### config.mk
export PLATFORM = sky130hd
export DESIGN_NAME = stream_find_and_replace
export DESIGN_NICKNAME = d
export VERILOG_FILES = /design/src/hw/rtl/sfr_pkg.sv /design/src/hw/rtl/stream_find_and_replace.sv /design/src/hw/rtl/sfr_front.sv /design/src/hw/rtl/sfr_queue.sv /design/src/hw/rtl/sfr_back.sv
export SDC_FILE = /design/constraint.sdc
export NUM_CORES = 1
export LEC_CHECK = 0
export BUFFER_PORTS_ARGS = -buffer_cell sky130_fd_sc_hd__buf_2
export CAP_MARGIN = 5
export CORE_ASPECT_RATIO = 0.5
export CORE_MARGIN = 3
export CORE_UTILIZATION = 25
export DETAILED_ROUTE_END_ITERATION = 10
export HOLD_SLACK_MARGIN = 0.12
export PLACE_DENSITY_LB_ADDON = 0.25
export SLEW_MARGIN = 15
export SYNTH_ARGS = -nofsm -noshare
export SYNTH_HDL_FRONTEND = slang
export SYNTH_HIERARCHICAL = 1
export SYNTH_SLANG_ARGS = --single-unit
### constraint.sdc
create_clock -name clk -period 5.7 [get_ports clk]
set_clock_uncertainty 0.1 [all_clocks]
set_input_delay 0.57 -clock clk [delete_from_list [all_inputs] [get_ports clk]]
set_output_delay 0.57 -clock clk [all_outputs]
set_load 0.01 [all_outputs]
### src/hw/rtl/sfr_pkg.sv
// ----------------------------------------------------------------------------
// sfr_pkg
// Shared types, constants and helpers for the stream find-and-replace block.
// ----------------------------------------------------------------------------
`default_nettype none

package sfr_pkg;

    localparam int MAX_PATTERN     = 8;
    localparam int MAX_REPLACEMENT = 8;
    localparam int CNT_W           = 4;   // holds 0..8
    localparam int JOB_DEPTH       = 4;
    localparam int JOB_PTR_W       = 2;
    localparam int JOB_CNT_W       = 3;

    typedef enum logic [1:0] {
        CFG_PATTERN_BYTES     = 2'd0,
        CFG_PATTERN_LEN       = 2'd1,
        CFG_REPLACEMENT_BYTES = 2'd2,
        CFG_REPLACEMENT_LEN   = 2'd3
    } cfg_reg_t;

    // effective configuration, lengths already clamped
    typedef struct packed {
        logic [63:0]      pattern;
        logic [CNT_W-1:0] plen;
        logic [63:0]      repl;
        logic [CNT_W-1:0] rlen;
    } cfg_t;

    // one unit of output work: n bytes from pattern or replacement,
    // then optionally the literal byte c
    typedef struct packed {
        logic             sel_repl;
        logic [CNT_W-1:0] n;
        logic             with_c;
        logic [7:0]       c;
        logic             eos;
    } job_t;

    function automatic logic [7:0] sel_byte(input logic [63:0] word, input logic [2:0] idx);
        logic [5:0] base;
        base = {idx, 3'b000};
        return word[base +: 8];
    endfunction

endpackage

`default_nettype wire

### src/hw/rtl/stream_find_and_replace.sv
// ----------------------------------------------------------------------------
// stream_find_and_replace
// Streaming fixed-pattern find and replace over byte strings.
// ----------------------------------------------------------------------------
//  channel   handshake               payload
//  input     push / full             data_byte, end_of_string
//  result    empty / pop             out_byte, out_has_byte, out_last
//  config    cfg_wr_en (no stall)    cfg_addr, cfg_wdata
//
//  one input beat per cycle while the job queue has room; the prefix tracker
//  updates its registered pending count once per accepted byte
//  the emitter sends one result beat per cycle unless an unpopped result is held,
//  so a byte that releases n bytes keeps it busy n beats; bursts are
//  absorbed by a 4-entry job queue and the input stalls (full) only once
//  that queue fills; each job passes the queue, then the output register
//  reset clears pending count, queue pointers, output valid and config regs
// ----------------------------------------------------------------------------
`default_nettype none

module stream_find_and_replace
    import sfr_pkg::*;
(
    input  wire logic        clk,
    input  wire logic        rst_n,
    // input stream
    input  wire logic        push,
    output logic             full,
    input  wire logic [7:0]  data_byte,
    input  wire logic        end_of_string,
    // result stream
    output logic             empty,
    input  wire logic        pop,
    output logic [7:0]       out_byte,
    output logic             out_has_byte,
    output logic             out_last,
    // configuration writes
    input  wire logic        cfg_wr_en,
    input  wire logic [1:0]  cfg_addr,
    input  wire logic [63:0] cfg_wdata
);

    // configuration registers
    logic [63:0]      pattern_bytes_reg;
    logic [CNT_W-1:0] pattern_len_reg;
    logic [63:0]      replacement_bytes_reg;
    logic [CNT_W-1:0] replacement_len_reg;

    cfg_t     cfg;
    cfg_reg_t cfg_sel;
    logic     pattern_clear;

    // front to queue to back
    logic job_push;
    job_t job;
    logic job_full;
    logic head_valid;
    job_t head;
    logic job_pop;

    assign cfg_sel = cfg_reg_t'(cfg_addr);

    always_ff @(posedge clk or negedge rst_n)
    begin
        if (!rst_n)
        begin
            pattern_bytes_reg     <= '0;
            pattern_len_reg       <= '0;
            replacement_bytes_reg <= '0;
            replacement_len_reg   <= '0;
        end
        else if (cfg_wr_en)
        begin
            unique case (cfg_sel)
                CFG_PATTERN_BYTES:     pattern_bytes_reg     <= cfg_wdata;
                CFG_PATTERN_LEN:       pattern_len_reg       <= cfg_wdata[CNT_W-1:0];
                CFG_REPLACEMENT_BYTES: replacement_bytes_reg <= cfg_wdata;
                CFG_REPLACEMENT_LEN:   replacement_len_reg   <= cfg_wdata[CNT_W-1:0];
                default: ;
            endcase
        end
    end

    // rewriting the pattern drops any held prefix
    assign pattern_clear = cfg_wr_en
                        && (cfg_sel == CFG_PATTERN_BYTES || cfg_sel == CFG_PATTERN_LEN);

    // lengths above the maximum are taken as the maximum
    always_comb
    begin
        cfg.pattern = pattern_bytes_reg;
        cfg.repl    = replacement_bytes_reg;
        cfg.plen    = (pattern_len_reg > CNT_W'(MAX_PATTERN))
                    ? CNT_W'(MAX_PATTERN) : pattern_len_reg;
        cfg.rlen    = (replacement_len_reg > CNT_W'(MAX_REPLACEMENT))
                    ? CNT_W'(MAX_REPLACEMENT) : replacement_len_reg;
    end

    // classify each byte against the pattern, emit a job description
    sfr_front u_front (
        .clk           (clk),
        .rst_n         (rst_n),
        .cfg           (cfg),
        .pattern_clear (pattern_clear),
        .push          (push),
        .data_byte     (data_byte),
        .end_of_string (end_of_string),
        .full          (full),
        .job_full      (job_full),
        .job_push      (job_push),
        .job           (job)
    );

    // decouples the byte classifier from the burst emitter
    sfr_queue u_queue (
        .clk        (clk),
        .rst_n      (rst_n),
        .wr_en      (job_push),
        .wr_job     (job),
        .full       (job_full),
        .head_valid (head_valid),
        .head       (head),
        .rd_en      (job_pop)
    );

    // expand jobs into result beats through the output register
    sfr_back u_back (
        .clk          (clk),
        .rst_n        (rst_n),
        .cfg          (cfg),
        .head_valid   (head_valid),
        .head         (head),
        .job_pop      (job_pop),
        .empty        (empty),
        .pop          (pop),
        .out_byte     (out_byte),
        .out_has_byte (out_has_byte),
        .out_last     (out_last)
    );

endmodule

`default_nettype wire

### src/hw/rtl/sfr_front.sv
// ----------------------------------------------------------------------------
// sfr_front
// Prefix tracker: takes one byte per cycle while not full, turns it into a job.
// ----------------------------------------------------------------------------
`default_nettype none

module sfr_front
    import sfr_pkg::*;
(
    input  wire logic       clk,
    input  wire logic       rst_n,
    input  wire cfg_t       cfg,
    input  wire logic       pattern_clear,
    input  wire logic       push,
    input  wire logic [7:0] data_byte,
    input  wire logic       end_of_string,
    output logic            full,
    input  wire logic       job_full,
    output logic            job_push,
    output job_t            job
);

    logic [CNT_W-1:0] pend_reg;
    logic [CNT_W-1:0] pend_next;

    logic             accept;
    logic [CNT_W-1:0] k;
    logic [7:0]       pat_k;
    logic             hit;
    logic [7:0][7:0]  border;
    logic [7:0]       cand;
    logic [CNT_W-1:0] j;
    logic             has_job;

    assign full   = job_full;
    assign accept = push && !job_full;

    // border[kk][jj]: pattern[kk+1-jj .. kk-1] equals pattern[0 .. jj-2]
    always_comb
    begin
        border = '0;
        for (int kk = 0; kk < MAX_PATTERN; kk++)
        begin
            for (int jj = 1; jj <= kk; jj++)
            begin
                border[kk][jj] = 1'b1;
                for (int i = 0; i < jj - 1; i++)
                begin
                    if (cfg.pattern[8*(kk+1-jj+i) +: 8] != cfg.pattern[8*i +: 8])
                        border[kk][jj] = 1'b0;
                end
            end
        end
    end

    assign k     = (pend_reg >= cfg.plen) ? '0 : pend_reg;
    assign pat_k = sel_byte(cfg.pattern, k[2:0]);
    assign hit   = (pat_k == data_byte);

    // fallback length: longest kept suffix that is still a pattern prefix
    always_comb
    begin
        cand = '0;
        j    = '0;
        for (int jj = 1; jj < MAX_PATTERN; jj++)
        begin
            cand[jj] = (CNT_W'(jj) <= k)
                    && (cfg.pattern[8*(jj-1) +: 8] == data_byte)
                    && border[k[2:0]][jj];
            if (cand[jj])
                j = CNT_W'(jj);
        end
    end

    always_comb
    begin
        job          = '0;
        job.c        = data_byte;
        job.eos      = end_of_string;
        has_job      = 1'b1;
        pend_next    = pend_reg;
        if (accept)
        begin
            priority if (cfg.plen == '0)
            begin
                job.with_c = 1'b1;
                pend_next  = '0;
            end
            else if (hit && (k + 4'd1 == cfg.plen))
            begin
                job.sel_repl = 1'b1;
                job.n        = cfg.rlen;
                has_job      = (cfg.rlen != '0) || end_of_string;
                pend_next    = '0;
            end
            else if (end_of_string)
            begin
                // flush: held prefix then the byte itself
                job.n      = k;
                job.with_c = 1'b1;
                pend_next  = '0;
            end
            else if (hit)
            begin
                has_job   = 1'b0;
                pend_next = k + 4'd1;
            end
            else if (j == '0)
            begin
                job.n      = k;
                job.with_c = 1'b1;
                pend_next  = '0;
            end
            else
            begin
                job.n     = k + 4'd1 - j;
                pend_next = j;
            end
        end
        if (pattern_clear)
            pend_next = '0;
    end

    assign job_push = accept && has_job;

    always_ff @(posedge clk or negedge rst_n)
    begin
        if (!rst_n)
            pend_reg <= '0;
        else
            pend_reg <= pend_next;
    end

`ifndef NO_ASSERTIONS
    // held prefix never reaches the pattern length
    a_pend_short: assert property (@(posedge clk) disable iff (!rst_n)
        pend_reg == '0 || pend_reg < cfg.plen)
        else $error("pending count not below pattern length");

    // pass-through mode always produces work for every accepted byte
    a_pass_job: assert property (@(posedge clk) disable iff (!rst_n)
        accept && cfg.plen == '0 |-> job_push && job.with_c)
        else $error("pass-through byte dropped");
`endif

endmodule

`default_nettype wire

### src/hw/rtl/sfr_queue.sv
// ----------------------------------------------------------------------------
// sfr_queue
// Short job queue between the prefix tracker and the emitter.
// ----------------------------------------------------------------------------
`default_nettype none

module sfr_queue
    import sfr_pkg::*;
(
    input  wire logic clk,
    input  wire logic rst_n,
    input  wire logic wr_en,
    input  wire job_t wr_job,
    output logic      full,
    output logic      head_valid,
    output job_t      head,
    input  wire logic rd_en
);

    job_t                 slot_reg [JOB_DEPTH];
    logic [JOB_PTR_W-1:0] wr_ptr_reg;
    logic [JOB_PTR_W-1:0] rd_ptr_reg;
    logic [JOB_CNT_W-1:0] count_reg;
    logic [JOB_CNT_W-1:0] count_next;
    logic                 do_wr;
    logic                 do_rd;

    assign full       = (count_reg == JOB_CNT_W'(JOB_DEPTH));
    assign head_valid = (count_reg != '0);
    assign head       = slot_reg[rd_ptr_reg];
    assign do_wr      = wr_en && !full;
    assign do_rd      = rd_en && head_valid;

    always_comb
    begin
        count_next = count_reg;
        if (do_wr && !do_rd)
            count_next = count_reg + 1'b1;
        else if (do_rd && !do_wr)
            count_next = count_reg - 1'b1;
    end

    always_ff @(posedge clk)
    begin
        if (do_wr)
            slot_reg[wr_ptr_reg] <= wr_job;
    end

    always_ff @(posedge clk or negedge rst_n)
    begin
        if (!rst_n)
        begin
            wr_ptr_reg <= '0;
            rd_ptr_reg <= '0;
            count_reg  <= '0;
        end
        else
        begin
            if (do_wr)
                wr_ptr_reg <= wr_ptr_reg + 1'b1;
            if (do_rd)
                rd_ptr_reg <= rd_ptr_reg + 1'b1;
            count_reg <= count_next;
        end
    end

`ifndef NO_ASSERTIONS
    a_count_bound: assert property (@(posedge clk) disable iff (!rst_n)
        count_reg <= JOB_CNT_W'(JOB_DEPTH))
        else $error("job queue overflow");
`endif

endmodule

`default_nettype wire

### src/hw/rtl/sfr_back.sv
// ----------------------------------------------------------------------------
// sfr_back
// Emitter: walks jobs one byte per cycle into the output reg unless stalled.
// ----------------------------------------------------------------------------
`default_nettype none

module sfr_back
    import sfr_pkg::*;
(
    input  wire logic  clk,
    input  wire logic  rst_n,
    input  wire cfg_t  cfg,
    input  wire logic  head_valid,
    input  wire job_t  head,
    output logic       job_pop,
    output logic       empty,
    input  wire logic  pop,
    output logic [7:0] out_byte,
    output logic       out_has_byte,
    output logic       out_last
);

    logic [CNT_W-1:0] idx_reg;
    logic [CNT_W-1:0] idx_next;
    logic             out_valid_reg;
    logic             out_valid_next;
    logic [7:0]       out_byte_reg;
    logic             out_has_reg;
    logic             out_last_reg;

    logic [CNT_W-1:0] total;
    logic             bare;
    logic             last_el;
    logic             load;
    logic [7:0]       cur_byte;

    assign total   = head.n + {{(CNT_W-1){1'b0}}, head.with_c};
    assign bare    = (total == '0);
    assign last_el = bare || (idx_reg == total - 4'd1);
    assign load    = head_valid && (!out_valid_reg || pop);
    assign job_pop = load && last_el;

    always_comb
    begin
        priority if (bare)
            cur_byte = '0;
        else if (idx_reg < head.n)
            cur_byte = head.sel_repl ? sel_byte(cfg.repl, idx_reg[2:0])
                                     : sel_byte(cfg.pattern, idx_reg[2:0]);
        else
            cur_byte = head.c;
    end

    always_comb
    begin
        idx_next       = idx_reg;
        out_valid_next = out_valid_reg;
        if (load)
        begin
            idx_next       = last_el ? '0 : idx_reg + 4'd1;
            out_valid_next = 1'b1;
        end
        else if (pop)
            out_valid_next = 1'b0;
    end

    always_ff @(posedge clk or negedge rst_n)
    begin
        if (!rst_n)
        begin
            idx_reg       <= '0;
            out_valid_reg <= 1'b0;
        end
        else
        begin
            idx_reg       <= idx_next;
            out_valid_reg <= out_valid_next;
        end
    end

    always_ff @(posedge clk)
    begin
        if (load)
        begin
            out_byte_reg <= cur_byte;
            out_has_reg  <= !bare;
            out_last_reg <= head.eos && last_el;
        end
    end

    assign empty        = !out_valid_reg;
    assign out_byte     = out_byte_reg;
    assign out_has_byte = out_has_reg;
    assign out_last     = out_last_reg;

`ifndef NO_ASSERTIONS
    a_job_size: assert property (@(posedge clk) disable iff (!rst_n)
        head_valid |-> total <= CNT_W'(MAX_PATTERN))
        else $error("job larger than one burst");

    a_idx_range: assert property (@(posedge clk) disable iff (!rst_n)
        head_valid |-> (idx_reg == '0 || idx_reg < total))
        else $error("emit index past job end");

    a_bare_is_last: assert property (@(posedge clk) disable iff (!rst_n)
        load && bare |-> head.eos)
        else $error("bare marker outside end of string");
`endif

endmodule

`default_nettype wire
# Yosys cells after proc, flatten, opt, wreduce, memory -nomap -nowiden

Memories as Yosys holds them, arrays and structs flattened.
Cells that the tools add are included.
W data, S select, Z words.

Flip-flop bits (word level): 162
Bits in writable memories: 60
Input port bits: 80
Output and inout port bits: 12
Logic and storage cells: 184
Memories: 1

Memory list:

| name             | words | bits a word | read ports | clocked after Yosys merged registers in | wr ports | line            | text |
|---|---|---|---|---|---|---|---|
| u_queue.slot_reg | 4     | 15          | 1          | 0                                       | 1        | sfr_queue.sv:20 | `job_t slot_reg [JOB_DEPTH];` |

Add/sub/neg operators: 9
Order comparisons: 12
Equality and inequality tests: 35
Shift-type cells: 3
Multiplexer cells: 64
Reduce and logical (&&, ||, !) cells: 47

Operators by type and width:

| kind                  | count |
|---|---|
| $shiftx A64 B7 Y8     | 3 |
| $ne A8 B8 Y1          | 21 |
| $eq A8 B8 Y1          | 8 |
| $mux W4               | 13 |
| $mux W1               | 35 |
| $logic_and A1 B1 Y1   | 25 |
| $bmux W8 S3           | 1 |
| $mux W8               | 3 |
| $mux W3               | 6 |
| $le A3 B4 Y1 const A  | 4 |
| $mux W5               | 3 |
| $logic_not A4 Y1      | 3 |
| $add A4 B1 Y4 const B | 2 |
| $eq A4 B4 Y1          | 2 |
| $gt A4 B4 Y1 const B  | 2 |
| $le A2 B4 Y1 const A  | 2 |
| $reduce_and A2 Y1     | 4 |
| $mux W6               | 1 |
| $reduce_bool A2 Y1    | 3 |
| $logic_not A1 Y1      | 5 |
| $add A2 B1 Y2 const B | 2 |
| $add A4 B1 Y4         | 1 |
| $eq A2 B2 Y1 const B  | 2 |
| $ge A4 B4 Y1          | 1 |
| 14 further kinds      | 18 |

# Longest topological paths before layout

Gate-level depths: netlist of run 1.

Depth in word-level cells: 25
Gate-level depth with buffers: 26
Gate-level depth less buffers: 23

# Modules after synthesis

The synthesis of run 1 kept the hierarchy.

By module, submodules not included:

| module                  | times used | cells each | area each (µm²) | seq. area each (µm²) |
|---|---|---|---|---|
| stream_find_and_replace | 1          | 299        | 5675.4          | 3403.3 |
| sfr_front               | 1          | 673        | 4880.9          | 100.1 |
| sfr_queue               | 1          | 114        | 2617.5          | 1976.9 |
| sfr_back                | 1          | 147        | 2038.2          | 425.4 |

# Least setup slack after synthesis of run 1

OpenSTA, ideal clock, no wires.

Kind: register -> register
Start point: reg u_front.pend_reg[0]
End point: mem u_queue/slot_reg[0][11] (netlist bit) (data pin)
Setup time: 272 ps
Arrival: 4583 ps
Required time: 5328 ps
Setup slack: 744 ps
Cell stages (with the launch flop): 25
Path buffers: 4
Clock period less this slack: 4956 ps
Cell sequence: dfrtp_1 > buf_6 > buf_6 > buf_8 > inv_2 > ha_1 > nor3b_4 > o21ai_2 > buf_4 > nor2_4 > ha_1 > or4_1 > nand4_1 > nor4_1 > o211ai_1 > a221o_1 > a21oi_1 > o21ai_0 > o2bb2ai_1 > ha_1 > fa_1 > nor2_1 > mux2_2 > a221oi_1 > nor3_1

RTL lines:

| item                     | line             | text |
|---|---|---|
| start: declaration       | sfr_front.sv:23  | `logic [CNT_W-1:0] pend_reg;` |
| start signal: assignment | sfr_front.sv:131 | `pend_reg <= pend_next;` |
| end: declaration         | sfr_queue.sv:20  |  |

==> flow_summary.json, run 1 <==
{
  "die_h_um": 180,
  "p_leak_nw": 6.45,
  "seq_area_frac_synth_pct": 38.8,
  "cts_tree": "built",
  "min_period_over_period_pct": 91.8,
  "netlist_instances": 1233,
  "cp_cell_sequence": "nor2b_1 -> inv_1 -> ha_1 -> nor3b_4 -> o21ai_2 -> nor2_4 -> clkinv_1 -> ha_1 -> or4_1 -> nand4_1 -> nor4_1 -> o211ai_1 -> a221o_1 -> a21oi_1 -> o21ai_0 -> o2bb2ai_1 -> ha_1 -> fa_1 -> nor2_1 -> mux2_2 -> a221oi_1 -> nor3_1",
  "yosys.area.top_type_share_pct": 25.0,
  "gp_congestion": 0.902,
  "end_kind": "flop",
  "yosysWarnings": 6,
  "cellPowerDensity_mw_per_mm2": 427,
  "clk_path_buf_depth": 3,
  "post-route-min-period_ns": 5.23,
  "hpwlAfterDp_mm": 34.5,
  "dpl.cell_count": 2047,
  "nets": 1368,
  "fmax_ghz": 0.191,
  "die_w_um": 355,
  "cts.sinks": 222,
  "final_util_pct": 28.6,
  "diodes": 0,
  "area_growth_pct": 12.1,
  "cts-htree-levels": 1,
  "wl_per_cell_um": 23.3,
  "post_cts_buffers": 0,
  "start_util_pct": 25.5,
  "dr_total_vias": 10300,
  "regArea_mm2": 0.00591,
  "finalSetupTns_ns": 0,
  "async_flop_share_pct": 68.5,
  "critPathRequiredTime_ns": 5.90,
  "vdd_ir_drop_max_mv": 0.189,
  "antenna_found_initial": 6,
  "multi_input_area_mm2": 0.00840,
  "cp_data_arrival_time_ns": 5.43,
  "grt.overflow.total": 0,
  "core_mm2": 0.0597,
  "grt_setup_unrepaired": "false",
  "max_stage_delay_ns": 0.45,
  "die_area_mm2": 0.0640,
  "grt_pass1_wl_mm": 72.5,
  "ys_types": 81,
  "cts_buffers": 26,
  "min_path_type": "input pin to flop",
  "synthesis.nets": 1337,
  "dr.first_iter.drc_count": 859,
  "dpl_cell_area_mm2": 0.0162,
  "synth_area_leaders": "dfrtp_1 25%, edfxtp_1 14%, mux2_4 12%",
  "tightest_slew_ns": 0.953,
  "firstDrtPassIters": 5,
  "design_area_mm2": 0.0171,
  "setup_viol": 0,
  "synth-seq-cells": 222,
  "relSlewSlack_pct": 36.5,
  "post_layout_nonfiller_instances": 2096,
  "syn_area_mm2": 0.0152,
  "ios": 92,
  "port_buffers": 91,
  "cp_max_fo": 9,
  "grt_max_degree": 98,
  "wirelength_mm": 48.9,
  "status": "complete, no violations",
  "whs_ns": 0.161,
  "fill_cells": 6155,
  "clock_latency_ns": 0.55,
  "drc_errors": 0,
  "grt_pass1_vias": 10200,
  "synth_area_per_cell_um2": 12.3,
  "synth_area_leader_cell": "dfrtp_1",
  "vias_per_cell": 4.91,
  "synth_edf_count": 70,
  "critPathMostFrequentCell": "ha_1",
  "synthFlopType": "dfrtp_1",
  "startpoint_type": "flop",
  "slew_violations": 0,
  "hold_viol": 0,
  "drive_gt1_share_pct": 29.3,
  "grt_usage_pct": 15.0,
  "cts-root-buf": "clkbuf_16",
  "drv_cap": 0,
  "clkTransAtPathRegs_ns": 0.07,
  "crit_type": "flop to flop",
  "core.rowCount": 63,
  "postRouteAntennaNets": 0,
  "crit_slowest_cell": "dfrtp_1"
}
==> what timing repair did <==
item | 4_1_cts | 5_1_grt
hold buffers | 1 | 0
hold endpoints to repair | 55 | 0
endpoints found under the setup margin | 0 | 8
gates resized for setup | 0 | 2
==> report_power, final <==
group	switching [mW]	internal, mW	leakage [nW]
Clock	0.690	0.963	0.412
Sequential	0.559	2.04	2.46
Combinational	1.51	1.52	3.57
Total	2.76	4.52	6.45
==> cells in the final DEF, fill, tap and decap left out, drive strengths merged, types with 5 or more instances in the layout <==
master,instances
xnor2,184
dfrtp,152
mux2,145
buf,125
edfxtp,70
mux4,63
nand4,47
xor2,46
nor2,45
nand2,43
clkbuf,42
inv,32
nand3,28
o21ai,24
nor4,23
ha,22
a21oi,19
nor3,16
nor2b,13
mux2i,12
and2,10
a22o,9
o22ai,7
o2111ai,7
or3,6
o211ai,6
a31oi,5
or4,5
nand2b,5
a32oi,5
a221oi,5
a211oi,5
==> cells in the mapped netlist, types with 4 or more instances <==
cell and instances:
xnor2_1 184, dfrtp_1 152, mux2_4 121, edfxtp_1 70, clkbuf_1 48, nand4_1 47
xor2_1 46, nand2_1 43, nor2_1 43, mux4_2 39, buf_2 36, inv_1 30
nand3_1 27, mux4_1 24, mux2_2 23, ha_1 22, nor4_1 21, o21ai_0 20
a21oi_1 18, nor3_1 16, nor2b_1 13, buf_4 12, buf_6 12, mux2i_1 12
and2_1 10, a22o_1 9, buf_12 8, o2111ai_1 7, o22ai_1 7, or3_1 6
a221oi_1 5, a31oi_1 5, a32oi_1 5, nand2b_1 5, or4_1 5, a211oi_1 4
and3_1 4, buf_1 4, o211ai_1 4, or2_2 4
==> kinds of logic after synthesis <==
family | count (synthesis) | share of synthesized area (%)
AND/OR/NAND/NOR | 257 | 9.23
XOR/XNOR | 230 | 13.2
flip-flops | 222 | 38.8
multiplexers | 220 | 24.4
buffers and inverters | 155 | 6.09
AO/OA/AOI/OAI | 125 | 6.12
adder cells (fa/ha/maj) | 24 | 2.07
==> metal layers <==
metal / part of all wire [%] / track usage [%] / vias to the layer above
met5: 0.14 / 0 / -
met4: 2.0 / 3.09 / 10
met3: 6.2 / 2.78 / 70
met2: 46 / 24.1 / 323
met1: 46 / 21.1 / 5323
li1: - / - / 4565
==> worst paths after layout <==
check	startpoint	end	slack, ns	cells after the start
max	pattern_len_reg[3]	u_queue/slot_reg[2][11]	0.47	22
min	cfg_wdata[36]	pattern_bytes_reg[36]	0.16	2
max reg2reg	pattern_len_reg[3]	u_queue/slot_reg[2][11]	0.47	22
min reg2reg	u_queue/count_reg[2]	u_queue/count_reg[2]	0.39	1
max in group asynchronous	rst_n	replacement_bytes_reg[18]	4.07	3
min in group asynchronous	rst_n	u_back/out_valid_reg	0.43	2
==> cell type report <==
type	count	share of cell area, %
flip-flops and latches	222	34.6
clock buffers	42	4.70
clock inverters	6	0.279
repair buffers	126	4.48
well taps	812	5.96
multi-input cells	856	49.2
inverters	32	0.704
==> per-stage QoR <==
| stage | setup slack (ns) | power, mW |
|---|---|---|
| floorplan | 0.744 | 4.71 |
| global placement | 0.595 | 5.65 |
| detailed placement | 0.431 | 5.65 |
| CTS | 0.458 | 7.34 |
| global route | 0.0649 | 7.67 |
| finish | 0.468 | 7.28 |
==> critical path, delay by kind of cell, from the launching register on <==
family	cells	cell delay, ns
and+or+nand+nor	8	1.79
muxes	1	0.15
AOI/OAI and AO/OA	7	0.91
buffers and inverters	2	0.39
DFF	1	0.45
adders and majority gates	4	1.22
(Power assumes the default switching activity.)
==> inputs of run 2 (changes only) <==
Settings changed: CORE_ASPECT_RATIO 0.5 to unset.
==> flow_summary.json, run 2 (synthesized netlist as in run 1, its figures left out) <==
{
  "status": "complete, no violations",
  "grt_usage_pct": 15.8,
  "relSlewSlack_pct": 30.9,
  "grt_setup_unrepaired": "false",
  "cts.sinks": 222,
  "core.rowCount": 89,
  "crit_type": "flop to flop",
  "end_kind": "flop",
  "p_leak_nw": 6.54,
  "port_buffers": 91,
  "start_util_pct": 25.5,
  "area_growth_pct": 12.7,
  "final_common_cell": "xnor2_1",
  "hpwlAfterDp_mm": 36.7,
  "clock_latency_ns": 0.56,
  "clkTransAtPathRegs_ns": 0.07,
  "hold_path_end": "replacement_bytes_reg[23]",
  "dpl.cell_count": 2026,
  "vias_per_cell": 5.04,
  "rrSetupSlack_ns": 0.42,
  "antenna_found_initial": 19,
  "cp_data_arrival_time_ns": 5.49,
  "cts-root-buf": "clkbuf_16",
  "die_h_um": 253,
  "post_cts_buffers": 0,
  "fmax_ghz": 0.189,
  "core_mm2": 0.0596,
  "tightest_slew_ns": 1.04,
  "clk_path_buf_depth": 3,
  "vdd_ir_drop_max_mv": 0.181,
  "dr.first_iter.drc_count": 828,
  "grt_pass1_wl_mm": 74.6,
  "min_path_cells": 2,
  "startpoint_type": "flop",
  "cp_max_fo": 7,
  "drc_errors": 0,
  "ios": 92,
  "dr_total_vias": 10500,
  "die_w_um": 253,
  "hold_viol": 0,
  "drive_gt1_share_pct": 30.2,
  "critPathRequiredTime_ns": 5.91,
  "cts_buffers": 26,
  "min_from": "cfg_wdata[23]",
  "wirelength_mm": 50.8,
  "r2r_end": "u_queue/slot_reg[3][11]",
  "post_layout_nonfiller_instances": 2076,
  "grt.overflow.total": 0,
  "post-route-min-period_ns": 5.28,
  "cellPowerDensity_mw_per_mm2": 433,
  "postRouteAntennaNets": 0,
  "min_path_type": "input pin to flop",
  "nets": 1386,
  "reg2regPathDepth": 19,
  "most-common-layout-cells": "184 x xnor2_1, 152 x dfrtp_1, 121 x mux2_4",
  "gp_congestion": 1.00,
  "cts-htree-levels": 1,
  "setup_viol": 0,
  "r2r-start": "pattern_len_reg[3]",
  "die_area_mm2": 0.0638,
  "grt_max_degree": 103,
  "grt_pass1_vias": 10500,
  "cts_tree": "built",
  "min_period_over_period_pct": 92.7,
  "firstDrtPassIters": 5,
  "wl_per_cell_um": 24.5,
  "slew_violations": 0,
  "finalSetupTns_ns": 0,
  "drv_cap": 0
}
run 2: changes by cell type in the layout (fill, tap and decap cells not counted), sizes merged:
| cell | delta |
|---|---|
| inv | -1 |
| bufinv | +3 |
| clkbuf | -5 |
| buf | +18 |
| diode | +1 |
| clkinv | +4 |
| clkinvlp | -1 |
run 2: per-layer routing:
metal	part of all wire [%]	vias to the layer above	global-route usage, %
met1	43	5335	21.2
li1	-	4607	-
met5	0.20	-	0
met4	2.9	18	4.35
met2	46	393	25.5
met3	7.4	105	3.50
run 2: through the flow:
stage                     setup WS, ns  util [%]  power (mW)  area (um^2)  hold WS [ns]
after floorplan                  0.744         -        4.71        15200         0.174
after global placement           0.636      27.3        5.69        16200         0.366
after CTS                        0.449      28.8        7.50        17100         0.134
final                            0.416      28.8        7.42        17100         0.151
after detailed placement         0.465      27.3        5.72        16200         0.385
after global routing            0.0141      28.8        7.84        17100         0.139
run 2: area by class of cell:
cell class / count / area (um^2)
multi-input cells: 856 / 8380
diodes: 1 / 2.50
flip-flops and latches: 222 / 5910
inverters: 32 / 120
clock inverters: 11 / 150
clock buffers: 37 / 742
well taps: 773 / 967
fillers: 6036 / 42400
repair buffers: 144 / 875
run 2: critical path: stages (launching register included):
cell and delay [ns]:
dfrtp_1 0.44, nor2b_1 0.25, ha_1 0.30, nor3b_4 0.32
o211ai_1 0.20, inv_1 0.18, ha_1 0.25, o311ai_0 0.15
nor4_1 0.31, o2111ai_1 0.19, nor4_1 0.51, a21oi_1 0.07
o21ai_0 0.19, o2bb2ai_1 0.19, ha_1 0.24, fa_1 0.43
nor2_1 0.09, mux2_2 0.14, a221oi_1 0.08, nor3_1 0.40
run 2: report_power, final:
| part | switching [mW] | internal, mW | leakage (nW) |
|---|---|---|---|
| Combinational | 1.63 | 1.55 | 3.65 |
| Clock | 0.695 | 1.04 | 0.434 |
| Sequential | 0.464 | 2.04 | 2.46 |
| Total | 2.79 | 4.63 | 6.54 |
run 2: worst max-delay path by stage:
stage                              from  cells after the start  slack [ns]                      end
floorplan           u_front/pend_reg[0]                     24        0.74  u_queue/slot_reg[0][11]
global placement     pattern_len_reg[3]                     21        0.64  u_queue/slot_reg[0][11]
detailed placement   pattern_len_reg[3]                     19        0.47  u_queue/slot_reg[0][11]
CTS                  pattern_len_reg[3]                     19        0.45  u_queue/slot_reg[0][11]
global route         pattern_len_reg[3]                     21        0.01  u_queue/slot_reg[3][13]
finish               pattern_len_reg[3]                     19        0.42  u_queue/slot_reg[3][11]
run 2: what timing repair did:
item,in CTS,in global routing
resized for setup,0,0
hold buffers,1,0
endpoints found under the hold margin,91,0
endpoints found under the setup margin,0,0
==> inputs of run 3 (changes only) <==
Settings changed: CORE_UTILIZATION 25 to 50, SYNTH_HIERARCHICAL 1 to unset.
==> flow_summary.json, run 3 <==
{
  "grt_pass1_vias": 10200,
  "cp_cell_sequence": "nor2b_1 -> ha_1 -> or3b_4 -> a21oi_1 -> nand2_1 -> inv_1 -> ha_1 -> nor3_1 -> nor3_1 -> nand3_1 -> a311o_1 -> or4_1 -> o21ai_0 -> a21boi_0 -> o21bai_1 -> ha_1 -> fa_1 -> mux2_2 -> a211oi_1",
  "startpoint_type": "flop",
  "dr.first_iter.drc_count": 874,
  "final_util_pct": 56.0,
  "seqPwrFrac_pct": 39.0,
  "hold_viol": 0,
  "min_path_type": "input pin to flop",
  "finalSetupTns_ns": 0,
  "grt_max_degree": 67,
  "p_comb_share_pct": 39.7,
  "crit_slowest_cell": "or4_1",
  "grt_setup_unrepaired": "false",
  "post_cts_buffers": 0,
  "synthesis.nets": 1309,
  "cellPowerDensity_mw_per_mm2": 429,
  "rrSetupSlack_ns": 0.31,
  "die_w_um": 175,
  "start_util_pct": 50.9,
  "synthFlopType": "dfrtp_1",
  "slew_violations": 0,
  "port_buffers": 91,
  "cp_max_fo": 6,
  "internal_power_mw": 4.18,
  "reg2regPathDepth": 19,
  "async_flop_share_pct": 68.5,
  "ys_types": 73,
  "seq_area_frac_synth_pct": 41.5,
  "grt_usage_pct": 27.0,
  "die_area_mm2": 0.0305,
  "gp_congestion": 0.957,
  "drive_gt1_share_pct": 29.3,
  "yosys.area.top_type_share_pct": 26.7,
  "drv_cap": 0,
  "setup_viol": 0,
  "post_layout_nonfiller_instances": 1630,
  "critPathRequiredTime_ns": 5.86,
  "cts.sinks": 222,
  "cts-root-buf": "clkbuf_16",
  "r2r-start": "pattern_len_reg[3]",
  "yosysWarnings": 0,
  "clock_latency_ns": 0.51,
  "fmax_ghz": 0.185,
  "post-route-min-period_ns": 5.39,
  "synth_most_common_cell": "xor2_1",
  "die_h_um": 175,
  "cp_top_family": "simple AND/OR/NAND/NOR gates",
  "cp-startpoint": "pattern_len_reg[3]",
  "synth_edf_count": 70,
  "cts_tree": "built",
  "core_mm2": 0.0279,
  "relSlewSlack_pct": 25.9,
  "power_switching_mw": 2.53,
  "critPathMostFrequentCell": "ha_1",
  "most-common-layout-cells": "161 x xor2_1, 152 x dfrtp_1, 140 x mux2_2",
  "synth_area_leaders": "dfrtp_1 27%, edfxtp_1 15%, mux2_2 11%",
  "ios": 92,
  "clkPwrFrac_pct": 21.3,
  "status": "complete, no violations",
  "clkTransAtPathRegs_ns": 0.07,
  "nets": 1341,
  "whs_ns": 0.168,
  "max_stage_delay_ns": 0.52,
  "netlist_instances": 1203,
  "antenna_found_initial": 2,
  "dr_total_vias": 10200,
  "dpl.cell_count": 1587,
  "r2r_end": "u_queue.slot_reg[3][11]",
  "cts_buffers": 23,
  "vias_per_cell": 6.26,
  "grt_pass1_wl_mm": 63.6,
  "synthTopCellsByCount": "161 x xor2_1, 152 x dfrtp_1, 140 x mux2_2",
  "end_kind": "flop",
  "cp_data_arrival_time_ns": 5.55,
  "vdd_ir_drop_max_mv": 0.303,
  "wirelength_mm": 41.5,
  "cp.buffers_inverters": 1,
  "synth-seq-cells": 222,
  "hpwlAfterDp_mm": 29.2,
  "syn_area_mm2": 0.0142,
  "synth_area_leader_cell": "dfrtp_1",
  "drc_errors": 0,
  "core.rowCount": 61,
  "area_growth_pct": 9.96,
  "wl_per_cell_um": 25.4,
  "crit_type": "flop to flop",
  "tightest_slew_ns": 1.10,
  "synth_area_per_cell_um2": 11.8,
  "final_common_cell": "xor2_1",
  "critical_path.endpoint": "u_queue.slot_reg[3][11]",
  "postRouteAntennaNets": 0,
  "clk_path_buf_depth": 3,
  "place_ws_ns": 0.368,
  "p_leak_nw": 6.10,
  "grt.overflow.total": 0,
  "crit_cells": 19,
  "firstDrtPassIters": 5,
  "fin_ws_ns": 0.306,
  "switching_share_pct": 37.6,
  "cts-htree-levels": 1,
  "min_period_over_period_pct": 94.6
}
-- run 3: cell types whose count changed in the layout (fill, tap and decap cells not counted), moves of 10 or more --
cell	change
xnor2_1	-108
buf_4	-30
mux4_1	-23
nor4_1	+28
nand2_1	-13
mux2_4	-119
mux2i_1	+10
xor2_1	+115
mux2_2	+117
mux4_2	+21
nor3_1	+17
nand4_1	-21
-- run 3: worst min-delay path by stage --
stage | to | cells past startpoint | from | slack (ns)
5_1_grt | u_back.out_valid_reg | 2 | pop | 0.18
4_1_cts | u_back.out_valid_reg | 2 | pop | 0.14
2_1_floorplan | pattern_bytes_reg[0] | 0 | rst_n | 0.17
6_report | u_back.out_valid_reg | 2 | pop | 0.17
3_5_place_dp | replacement_bytes_reg[62] | 1 | replacement_bytes_reg[62] | 0.39
3_3_place_gp | replacement_bytes_reg[20] | 1 | replacement_bytes_reg[20] | 0.38
-- run 3: cells by family (layout without fill, tap and decap cells) --
logic type               Yosys count  count (layout)  synth area share [%]
other                              0               1                     0
AND/OR/NAND/NOR                  253             253                  9.78
adder cells (fa/ha/maj)           26              26                  2.39
AO/OA/AOI/OAI                    107             107                  5.62
XOR/XNOR                         237             237                  14.6
multiplexers                     225             225                  22.5
flip-flops                       222             222                  41.5
buffers and inverters            133             181                  3.59
-- run 3: timing repair --
| item | 4_1_cts | 5_1_grt |
|---|---|---|
| hold buffers | 1 | 0 |
| endpoints found under the setup margin | 0 | 4 |
| gates resized for setup | 0 | 1 |
| endpoints found under the hold margin | 64 | 0 |
-- run 3: per-layer routing --
layer | global-route usage [%] | share of wire (%)
met3 | 5.08 | 8.1
met5 | 0 | 0.031
met2 | 43.2 | 46
met4 | 10.4 | 4.5
met1 | 36.9 | 41
-- run 3: cell type report --
| cell class | count | area [um^2] |
|---|---|---|
| fill | 2431 | 12300 |
| multi-input combinational | 848 | 7820 |
| sequential | 222 | 5910 |
| timing repair buffer | 113 | 629 |
| clock buffer | 29 | 618 |
| tap | 378 | 473 |
| inverter | 27 | 101 |
| clock inverter | 12 | 90.1 |
| antenna | 1 | 2.50 |
-- run 3: per-stage QoR --
| step | power (mW) | instance area [um^2] |
|---|---|---|
| after floorplan | 4.39 | 14200 |
| after global placement | 5.21 | 14900 |
| after detailed placement | 5.28 | 14900 |
| after CTS | 6.72 | 15600 |
| after global routing | 7.06 | 15600 |
| final | 6.71 | 15600 |
-- run 3: power by group through the flow --
stage	registers, mW	logic (mW)	clock network (mW)
after floorplan	2.19	2.20	0
after global placement	2.61	2.60	0
after detailed placement	2.63	2.65	0
after CTS	2.60	2.66	1.46
after global routing	2.65	2.89	1.52
final	2.62	2.66	1.43
